--- src/sv/mlpq_pkg.sv ---
// ----------------------------------------------------------------------------
// mlpq_pkg
// Shared types and codes for the multi-level priority queue.
// ----------------------------------------------------------------------------
package mlpq_pkg;

    typedef logic signed [31:0] value_t;

    typedef enum logic [2:0] {
        ST_ENQ    = 3'd0,
        ST_DEQ    = 3'd1,
        ST_BADPRI = 3'd2,
        ST_EMPTY  = 3'd3,
        ST_FULL   = 3'd4
    } status_t;

    typedef enum logic [1:0] {
        S_IDLE,
        S_EXEC,
        S_READ
    } state_t;

    typedef enum logic {
        KIND_ENQ = 1'b0,
        KIND_DEQ = 1'b1
    } kind_t;

    // controller -> datapath
    typedef struct packed {
        logic capture;      // latch the incoming item
        logic execute;      // perform the operation, load result fields
        logic deliver_mem;  // load value from RAM read data, raise valid
    } cmd_t;

    // datapath -> controller
    typedef struct packed {
        logic slot_free;    // output register free or being emptied
        logic needs_read;   // dequeue that hits a stored value
    } stat_t;

endpackage

--- src/sv/mlpq_if.sv ---
// ----------------------------------------------------------------------------
// mlpq_req_if / mlpq_rsp_if
// Valid/ready channels carrying request and response items.
// ----------------------------------------------------------------------------
interface mlpq_req_if;
    logic                valid;
    logic                ready;
    logic                kind;
    mlpq_pkg::value_t    value;
    logic [2:0]          priority_req;

    modport source (output valid, kind, value, priority_req, input ready);
    modport sink   (input valid, kind, value, priority_req, output ready);
endinterface

interface mlpq_rsp_if;
    logic                valid;
    logic                ready;
    mlpq_pkg::value_t    result_value;
    logic [2:0]          status;
    logic                all_empty;

    modport source (output valid, result_value, status, all_empty, input ready);
    modport sink   (input valid, result_value, status, all_empty, output ready);
endinterface

--- src/sv/mlpq_ram.sv ---
// ----------------------------------------------------------------------------
// mlpq_ram
// Generic simple dual-port RAM, one write and one registered read port.
// ----------------------------------------------------------------------------
module mlpq_ram #(
    parameter int WIDTH = 32,
    parameter int DEPTH = 80
) (
    input  logic                     clk,
    input  logic                     we,
    input  logic [$clog2(DEPTH)-1:0] waddr,
    input  logic [WIDTH-1:0]         wdata,
    input  logic                     re,
    input  logic [$clog2(DEPTH)-1:0] raddr,
    output logic [WIDTH-1:0]         rdata
);

    logic [WIDTH-1:0] mem [DEPTH];
    logic [WIDTH-1:0] rdata_reg;

    always_ff @(posedge clk)
    begin
        if (we)
        begin
            mem[waddr] <= wdata;
        end
        if (re)
        begin
            rdata_reg <= mem[raddr];
        end
    end

    assign rdata = rdata_reg;

endmodule

--- src/sv/mlpq_ctrl.sv ---
// ----------------------------------------------------------------------------
// mlpq_ctrl
// Sequencer: capture item, execute, optional RAM read-out cycle.
// ----------------------------------------------------------------------------
module mlpq_ctrl (
    input  logic            clk,
    input  logic            rst_n,
    input  logic            req_valid,
    output logic            req_ready,
    input  mlpq_pkg::stat_t stat,
    output mlpq_pkg::cmd_t  cmd
);
    import mlpq_pkg::*;

    state_t state_reg;
    state_t state_next;

    always_ff @(posedge clk or negedge rst_n)
    begin
        if (!rst_n)
        begin
            state_reg <= S_IDLE;
        end
        else
        begin
            state_reg <= state_next;
        end
    end

    always_comb
    begin
        state_next = state_reg;
        unique case (state_reg)
            S_IDLE:
            begin
                if (req_valid)
                begin
                    state_next = S_EXEC;
                end
            end
            S_EXEC:
            begin
                if (stat.slot_free)
                begin
                    state_next = stat.needs_read ? S_READ : S_IDLE;
                end
            end
            S_READ:
            begin
                state_next = S_IDLE;
            end
            default:
            begin
                state_next = S_IDLE;
            end
        endcase
    end

    always_comb
    begin
        req_ready       = 1'b0;
        cmd.capture     = 1'b0;
        cmd.execute     = 1'b0;
        cmd.deliver_mem = 1'b0;
        unique case (state_reg)
            S_IDLE:
            begin
                req_ready   = 1'b1;
                cmd.capture = req_valid;
            end
            S_EXEC:
            begin
                cmd.execute = stat.slot_free;
            end
            S_READ:
            begin
                cmd.deliver_mem = 1'b1;
            end
            default:
            begin
                req_ready = 1'b0;
            end
        endcase
    end

endmodule

--- src/sv/mlpq_dp.sv ---
// ----------------------------------------------------------------------------
// mlpq_dp
// Level pointers/counts, entry RAM, priority encoder and result register.
// ----------------------------------------------------------------------------
module mlpq_dp #(
    parameter int LEVELS      = 5,
    parameter int LEVEL_DEPTH = 16
) (
    input  logic              clk,
    input  logic              rst_n,
    input  mlpq_pkg::cmd_t    cmd,
    output mlpq_pkg::stat_t   stat,
    input  logic              req_kind,
    input  mlpq_pkg::value_t  req_value,
    input  logic [2:0]        req_priority,
    output logic              rsp_valid,
    input  logic              rsp_ready,
    output mlpq_pkg::value_t  rsp_result_value,
    output logic [2:0]        rsp_status,
    output logic              rsp_all_empty
);
    import mlpq_pkg::*;

    localparam int LVL_W    = $clog2(LEVELS);
    localparam int PTR_W    = $clog2(LEVEL_DEPTH);
    localparam int CNT_W    = $clog2(LEVEL_DEPTH + 1);
    localparam int RAM_AW   = LVL_W + PTR_W;
    localparam int RAM_D    = LEVELS << PTR_W;

    // captured item
    logic             kind_reg;
    value_t           value_reg;
    logic [2:0]       pri_reg;

    // per-level state
    logic [PTR_W-1:0] head_reg  [LEVELS];
    logic [PTR_W-1:0] head_next [LEVELS];
    logic [PTR_W-1:0] tail_reg  [LEVELS];
    logic [PTR_W-1:0] tail_next [LEVELS];
    logic [CNT_W-1:0] count_reg [LEVELS];
    logic [CNT_W-1:0] count_next[LEVELS];

    // result register
    logic             out_valid_reg;
    logic             out_valid_next;
    value_t           out_value_reg;
    value_t           out_value_next;
    status_t          out_status_reg;
    status_t          out_status_next;
    logic             out_empty_reg;
    logic             out_empty_next;

    logic [LEVELS-1:0] nonempty;
    logic [LEVELS-1:0] full;
    logic [LEVELS-1:0] over;
    logic [LEVELS-1:0] nonempty_after;
    logic              pri_ok;
    logic [LVL_W-1:0]  enq_lvl;
    logic [LVL_W-1:0]  deq_lvl;
    logic              deq_any;
    logic              is_deq;
    logic              enq_ok;
    logic              deq_hit;
    logic [PTR_W-1:0]  wr_ptr;
    logic [PTR_W-1:0]  rd_ptr;
    logic [31:0]       ram_rdata;

    function automatic logic [PTR_W-1:0] ptr_inc(input logic [PTR_W-1:0] p);
        return (p == PTR_W'(LEVEL_DEPTH - 1)) ? '0 : p + PTR_W'(1);
    endfunction

    always_ff @(posedge clk)
    begin
        if (cmd.capture)
        begin
            kind_reg  <= req_kind;
            value_reg <= req_value;
            pri_reg   <= req_priority;
        end
        out_value_reg  <= out_value_next;
        out_status_reg <= out_status_next;
        out_empty_reg  <= out_empty_next;
    end

    // level flags and dequeue select
    always_comb
    begin
        for (int i = 0; i < LEVELS; i++)
        begin
            nonempty[i] = (count_reg[i] != '0);
            full[i]     = (count_reg[i] == CNT_W'(LEVEL_DEPTH));
            over[i]     = (count_reg[i] > CNT_W'(LEVEL_DEPTH));
        end
        deq_lvl = '0;
        for (int i = LEVELS - 1; i >= 0; i--)
        begin
            if (nonempty[i])
            begin
                deq_lvl = LVL_W'(i);
            end
        end
    end

    assign deq_any = |nonempty;
    assign is_deq  = (kind_reg == KIND_DEQ);
    assign pri_ok  = ({1'b0, pri_reg} < 4'(LEVELS));
    assign enq_lvl = pri_reg[LVL_W-1:0];
    assign enq_ok  = !is_deq && pri_ok && !full[enq_lvl];
    assign deq_hit = is_deq && deq_any;
    assign wr_ptr  = tail_reg[enq_lvl];
    assign rd_ptr  = head_reg[deq_lvl];

    assign stat.slot_free  = !out_valid_reg || rsp_ready;
    assign stat.needs_read = deq_hit;

    // pointer and count update
    always_comb
    begin
        for (int i = 0; i < LEVELS; i++)
        begin
            head_next[i]  = head_reg[i];
            tail_next[i]  = tail_reg[i];
            count_next[i] = count_reg[i];
            if (cmd.execute && enq_ok && (enq_lvl == LVL_W'(i)))
            begin
                tail_next[i]  = ptr_inc(tail_reg[i]);
                count_next[i] = count_reg[i] + CNT_W'(1);
            end
            if (cmd.execute && deq_hit && (deq_lvl == LVL_W'(i)))
            begin
                head_next[i]  = ptr_inc(head_reg[i]);
                count_next[i] = count_reg[i] - CNT_W'(1);
            end
            nonempty_after[i] = (count_next[i] != '0);
        end
    end

    always_ff @(posedge clk or negedge rst_n)
    begin
        if (!rst_n)
        begin
            for (int i = 0; i < LEVELS; i++)
            begin
                head_reg[i]  <= '0;
                tail_reg[i]  <= '0;
                count_reg[i] <= '0;
            end
            out_valid_reg <= 1'b0;
        end
        else
        begin
            for (int i = 0; i < LEVELS; i++)
            begin
                head_reg[i]  <= head_next[i];
                tail_reg[i]  <= tail_next[i];
                count_reg[i] <= count_next[i];
            end
            out_valid_reg <= out_valid_next;
        end
    end

    // result register load
    always_comb
    begin
        out_valid_next  = out_valid_reg && !rsp_ready;
        out_value_next  = out_value_reg;
        out_status_next = out_status_reg;
        out_empty_next  = out_empty_reg;
        if (cmd.execute)
        begin
            out_valid_next = !deq_hit;
            out_empty_next = ~|nonempty_after;
            out_value_next = '0;
            if (is_deq)
            begin
                if (deq_any)
                begin
                    out_status_next = ST_DEQ;
                end
                else
                begin
                    out_status_next = ST_EMPTY;
                    out_value_next  = '1;
                end
            end
            else if (!pri_ok)
            begin
                out_status_next = ST_BADPRI;
            end
            else if (full[enq_lvl])
            begin
                out_status_next = ST_FULL;
            end
            else
            begin
                out_status_next = ST_ENQ;
            end
        end
        else if (cmd.deliver_mem)
        begin
            out_valid_next = 1'b1;
            out_value_next = value_t'(ram_rdata);
        end
    end

    mlpq_ram #(
        .WIDTH (32),
        .DEPTH (RAM_D)
    ) u_store (
        .clk   (clk),
        .we    (cmd.execute && enq_ok),
        .waddr (RAM_AW'({enq_lvl, wr_ptr})),
        .wdata (value_reg),
        .re    (cmd.execute && deq_hit),
        .raddr (RAM_AW'({deq_lvl, rd_ptr})),
        .rdata (ram_rdata)
    );

    assign rsp_valid        = out_valid_reg;
    assign rsp_result_value = out_value_reg;
    assign rsp_status       = out_status_reg;
    assign rsp_all_empty    = out_empty_reg;

    // no level ever holds more than its depth
    a_no_overfill: assert property (@(posedge clk) disable iff (!rst_n)
        over == '0)
        else $error("level count beyond depth");

    // read-out cycle only ever lands in an empty result slot
    a_read_slot: assert property (@(posedge clk) disable iff (!rst_n)
        cmd.deliver_mem |-> !out_valid_reg)
        else $error("RAM read-out overwrote a pending result");

    // a read-out always follows a dequeue that hit data
    a_read_follows: assert property (@(posedge clk) disable iff (!rst_n)
        cmd.execute && deq_hit |=> cmd.deliver_mem)
        else $error("dequeue read not delivered");

    // a successful enqueue leaves the queue non-empty
    a_enq_nonempty: assert property (@(posedge clk) disable iff (!rst_n)
        out_valid_reg && (out_status_reg == ST_ENQ) |-> !out_empty_reg)
        else $error("enqueue reported all levels empty");

    // empty dequeue returns all ones with the empty flag
    a_empty_value: assert property (@(posedge clk) disable iff (!rst_n)
        out_valid_reg && (out_status_reg == ST_EMPTY)
            |-> out_empty_reg && (out_value_reg == '1))
        else $error("empty dequeue result malformed");

endmodule

--- src/sv/multi_level_priority_queue_core.sv ---
// An item's result is loaded as its execute state completes; for a dequeue that
//   returns a stored value, the value comes from the RAM in the read-out state.
// Items are taken one at a time: a new item is accepted only once the controller
//   sequence capture -> execute -> RAM read-out is back in idle.
// Reset (rst_n, async, active low) clears all level pointers and counts at once;
//   the entry RAM is not cleared and needs no sweep.
// ----------------------------------------------------------------------------
// multi_level_priority_queue_core
// Strict-priority queue with LEVELS FIFO levels, level 0 served first.
// ----------------------------------------------------------------------------
//
// Structure:
//   mlpq_ctrl - three-state sequencer (idle / execute / read-out).
//   mlpq_dp   - per-level head, tail and count registers, priority encoder
//               over the non-empty flags, one shared entry RAM addressed as
//               {level, pointer}, and the output result register.
//
// Item flow:
//   idle     : req is ready; an accepted item is latched.
//   execute  : waits until the result register is free (or being taken),
//              then updates pointers, writes the RAM on an enqueue, issues
//              the RAM read on a dequeue, and loads status / all_empty.
//   read-out : RAM data goes into the result value, result becomes valid.
// A new item is accepted while the previous result still sits unclaimed in
// the output register.
//
// Refused items (bad priority, level full, empty dequeue) change no pointer, count or RAM.
module multi_level_priority_queue_core #(
    parameter int LEVELS      = 5,
    parameter int LEVEL_DEPTH = 16
) (
    input  logic  clk,
    input  logic  rst_n,
    mlpq_req_if.sink   req,
    mlpq_rsp_if.source rsp
);
    import mlpq_pkg::*;

    cmd_t  cmd;
    stat_t stat;

    mlpq_ctrl u_ctrl (
        .clk       (clk),
        .rst_n     (rst_n),
        .req_valid (req.valid),
        .req_ready (req.ready),
        .stat      (stat),
        .cmd       (cmd)
    );

    mlpq_dp #(
        .LEVELS      (LEVELS),
        .LEVEL_DEPTH (LEVEL_DEPTH)
    ) u_dp (
        .clk              (clk),
        .rst_n            (rst_n),
        .cmd              (cmd),
        .stat             (stat),
        .req_kind         (req.kind),
        .req_value        (req.value),
        .req_priority     (req.priority_req),
        .rsp_valid        (rsp.valid),
        .rsp_ready        (rsp.ready),
        .rsp_result_value (rsp.result_value),
        .rsp_status       (rsp.status),
        .rsp_all_empty    (rsp.all_empty)
    );

endmodule
--- src/flat_wrapper.sv ---
// flat-port wrapper written by rule: the top's interface ports become plain ports
module multi_level_priority_queue_core_flat import mlpq_pkg::*;
#(
    parameter int LEVELS      = 5,
    parameter int LEVEL_DEPTH = 16
)
  (clk, rst_n, req_valid, req_kind, req_value, req_priority_req, req_ready, rsp_valid, rsp_result_value, rsp_status, rsp_all_empty, rsp_ready);
  mlpq_req_if req_i ();
  mlpq_rsp_if rsp_i ();
  input  logic clk;
  input  logic rst_n;
  input wire logic [$bits(req_i.valid)-1:0] req_valid;
  input wire logic [$bits(req_i.kind)-1:0] req_kind;
  input wire logic [$bits(req_i.value)-1:0] req_value;
  input wire logic [$bits(req_i.priority_req)-1:0] req_priority_req;
  output wire logic [$bits(req_i.ready)-1:0] req_ready;
  output wire logic [$bits(rsp_i.valid)-1:0] rsp_valid;
  output wire logic [$bits(rsp_i.result_value)-1:0] rsp_result_value;
  output wire logic [$bits(rsp_i.status)-1:0] rsp_status;
  output wire logic [$bits(rsp_i.all_empty)-1:0] rsp_all_empty;
  input wire logic [$bits(rsp_i.ready)-1:0] rsp_ready;
  assign req_i.valid = req_valid;
  assign req_i.kind = req_kind;
  assign req_i.value = req_value;
  assign req_i.priority_req = req_priority_req;
  assign req_ready = req_i.ready;
  assign rsp_valid = rsp_i.valid;
  assign rsp_result_value = rsp_i.result_value;
  assign rsp_status = rsp_i.status;
  assign rsp_all_empty = rsp_i.all_empty;
  assign rsp_i.ready = rsp_ready;
  multi_level_priority_queue_core #(.LEVELS(LEVELS), .LEVEL_DEPTH(LEVEL_DEPTH)) u_core (.clk(clk), .rst_n(rst_n), .req(req_i), .rsp(rsp_i));
endmodule
--- config.mk ---
export PLATFORM = sky130hd
export DESIGN_NAME = multi_level_priority_queue_core_flat
export DESIGN_NICKNAME = d
export VERILOG_FILES = /design/src/sv/mlpq_pkg.sv /design/src/sv/mlpq_if.sv /design/src/sv/mlpq_ram.sv /design/src/sv/mlpq_ctrl.sv /design/src/sv/mlpq_dp.sv /design/src/sv/multi_level_priority_queue_core.sv /design/src/flat_wrapper.sv
export SDC_FILE = /design/constraint.sdc
export NUM_CORES = 2
export LEC_CHECK = 0
export BUFFER_PORTS_ARGS = -buffer_cell sky130_fd_sc_hd__clkbuf_2
export CAP_MARGIN = 20
export CORE_MARGIN = 3
export CORE_UTILIZATION = 45
export DETAILED_ROUTE_END_ITERATION = 8
export SLEW_MARGIN = 10
export SYNTH_ARGS = -nofsm -noshare
export SYNTH_HDL_FRONTEND = slang
export SYNTH_SLANG_ARGS = --single-unit
--- constraint.sdc ---
create_clock -name clk -period 5.6 [get_ports clk]
set_clock_uncertainty 0.15 [all_clocks]
set_input_delay 0.28 -clock clk [delete_from_list [all_inputs] [get_ports clk]]
set_output_delay 0.28 -clock clk [all_outputs]
set_load 0.005 [all_outputs]
==> run metrics <==
top-count cell post-synth edfxtp_1; layout cell share with drive strength beyond 1 12.4%; Congestion Overflow GR 0; max reg flops 2,560; Worst slew margin 21.6%; CP required 6.27 ns; syn nets 7,865; Worst setup startpoint u_core.u_dp.count_reg[20]; IO buf count 77; IO Pins 78; # rows 179; Max Cap Viol 0; synth warn 0; via count 70,101; GRT Util Overall 27.2%; first-pass GRT wire length 480,000 um; Starting Density 45.3%; worst hold path class in -> reg; nets 8,211; crit-path cells inv_1, ha_1, or4b_1, nor2_4, and2_4, o31a_2, buf_12, buf_12, buf_4, a21oi_1, a21oi_1, a22oi_1, a21oi_1, or2_1, o32a_1; Top cell by count, worst path a21oi_1; post-synthesis sequential area ratio 75.7%; final slew viol count 0; critical path fanouts, max 103; M1 wire length 131,000 um; Post-Synthesis Cell Area 108,000 um^2; unrepaired setup endpoints after global routing false; Top FF cell, synth edfxtp_1; Synth Register Bits 2,732; Avg WL per Cell 29.4 um; initial antenna violation count 24; post-route minimum period 5.42 ns; pin count of the biggest net entering global routing 111; Clock Pin Slew Worst Setup and Hold Paths 0.06 ns; ANT nets after route 0; die area 246,000 um^2; Die Y 496 um; Slowest-stage cell, CP or4b_1; number of flops mapped to enable cells by yosys 2,664; syn avg cell area 13.8 um^2; hold depth 4; Final Total Pwr 65.2 mW; slowest stage delay, CP 0.64 ns; Hold EP u_core.u_dp.rsp_valid; Fin. Hold Viols 0; Syn-to-layout area delta 15.4%; Core Area 238,000 um^2; register-to-register setup slack 0.18 ns; depth of the worst register-to-register path 15; highest routed layer met5; WL met3 33,900 um; vias in the first global route 65,990; period utilisation layout 96.8%; reg2reg start u_core.u_dp.count_reg[20]; Syn Inst Count 7,800; CTS HTree Levels 5; # clock sinks 2,732; dominant cell type by area after synthesis edfxtp_1; post-CTS setup buffers 0; Pleak 42.6 nW; Final Setup Violations 0; via/cell ratio 6.08; DRC viols 0; routed wl met2 158,000 um; Die Width 496 um; Max VDD drop 0.378 mV; post-synth top area share 74.1%; hold_sp rsp_ready; Commonest cells post-synth edfxtp_1, nand2_1, nand3_1; WP data arrival 6.09 ns; Worst Setup End Kind flip-flop; synth top area cells edfxtp_1, nand2_1, nand3_1; gp weighted congestion 0.873; DR pass1 iterations 5; Post-Route Setup TNS 0 ns; Final HPWL DP 187,000 um; Worst-Skew Late Latency 0.96 ns; initial DRC count 9,250; Cell Pwr Density 524 nW/um^2; area post-placement 115,000 um^2; wirelength, routed 339,000 um; status completed; r2r endpoint u_core.u_dp.u_store.rdata[22]; ys async rst share 2.49%; Largest Register u_core.u_dp.u_store.mem; maximum clock path buffer count 4; Worst Setup Path Type reg -> reg; CTS tree done; Worst-Margin Slew 1.17 ns; Fmax achieved 0.185 GHz; Setup crit start kind flip-flop; clk root buf clkbuf_16; cts bufs inserted 303; Synth cell types 80; post-route cell area 124,000 um^2
stage by stage:
stage / utilization (%) / setup slack (ns) / hold WS [ns] / cells
finish: 52.2 / 0.181 / 0.124 / 11539
global route: 52.2 / 0.00750 / 0.114 / 11529
CTS: 52.2 / 0.0368 / 0.0234 / 11528
detailed placement: 48.0 / 0.0590 / 0.309 / 10932
global placement: 48.0 / 0.226 / 0.309 / 10931
floorplan: - / 1.29 / -0.166 / 7800
worst max-delay path by stage:
stage                                           to  slack, ns  cells after the start
floorplan           u_core.u_dp.u_store.mem[63][0]       1.29                     10
global placement      u_core.u_dp.u_store.rdata[9]       0.23                     16
detailed placement   u_core.u_dp.u_store.rdata[29]       0.06                     15
CTS                  u_core.u_dp.u_store.rdata[29]       0.04                     15
global route         u_core.u_dp.u_store.rdata[23]      0.007                     14
finish               u_core.u_dp.u_store.rdata[22]       0.18                     15
kinds of logic (layout without fill, tap and decap cells):
group,count (synthesis),after routing,share of synthesized area [%]
AO/OA/AOI/OAI,1293,1293,7.92
multiplexers,157,157,1.74
adder cells (fa/ha/maj),25,25,0.290
other,0,11,0
buffers and inverters,529,1090,2.16
AND/OR/NAND/NOR,3034,3034,11.9
flip-flops,2732,2732,75.7
XOR/XNOR,30,30,0.244
critical path: cells and delay by family, from the launching register on:
family | cells | cell delay (ns)
fa+ha+maj | 1 | 0.21
flops | 1 | 0.44
buf+inv | 4 | 1.21
compound gates | 6 | 1.29
simple gates | 4 | 1.83
final cells by class:
type | instances | area (um^2)
fillers | 19661 | 114000
flip-flops and latches | 2732 | 81700
multi-input cells | 4539 | 24600
clock buffers | 369 | 7910
repair buffers | 551 | 4910
well taps | 3167 | 3960
clock inverters | 151 | 1270
inverters | 19 | 71.3
diodes | 11 | 27.5
placed cells by master (no fill, tap or decap), types with 87 or more instances in the layout:
| master | count |
|---|---|
| nand2_1 | 2060 |
| edfxtp_1 | 2664 |
| and3_1 | 148 |
| mux2i_1 | 125 |
| nand3_1 | 522 |
| a21oi_1 | 518 |
| a22oi_1 | 138 |
| clkbuf_16 | 306 |
| a311oi_1 | 112 |
| nor2_4 | 87 |
| buf_4 | 335 |
| a31oi_1 | 141 |
timing repair:
item                                    in CTS  in global routing
hold buffers                                76                  0
endpoints found under the setup margin       0                  4
endpoints found under the hold margin      146                  0
resized for setup                            0                  4
where the power goes:
part / leakage (nW) / switching, mW / total, mW / internal, mW
sequential: 24.9 / 0.420 / 24.1 / 23.6
clock: 4.50 / 7.88 / 18.8 / 10.9
combinational: 13.2 / 15.5 / 22.4 / 6.90
per-layer routing:
| layer | vias to the layer above | global-route usage [%] |
|---|---|---|
| li1 | 30009 | - |
| met4 | 6 | 12.1 |
| met2 | 3755 | 42.7 |
| met3 | 710 | 5.81 |
| met5 | - | 0 |
| met1 | 35621 | 36.6 |
Note: power is estimated with default switching activity, not from simulation.
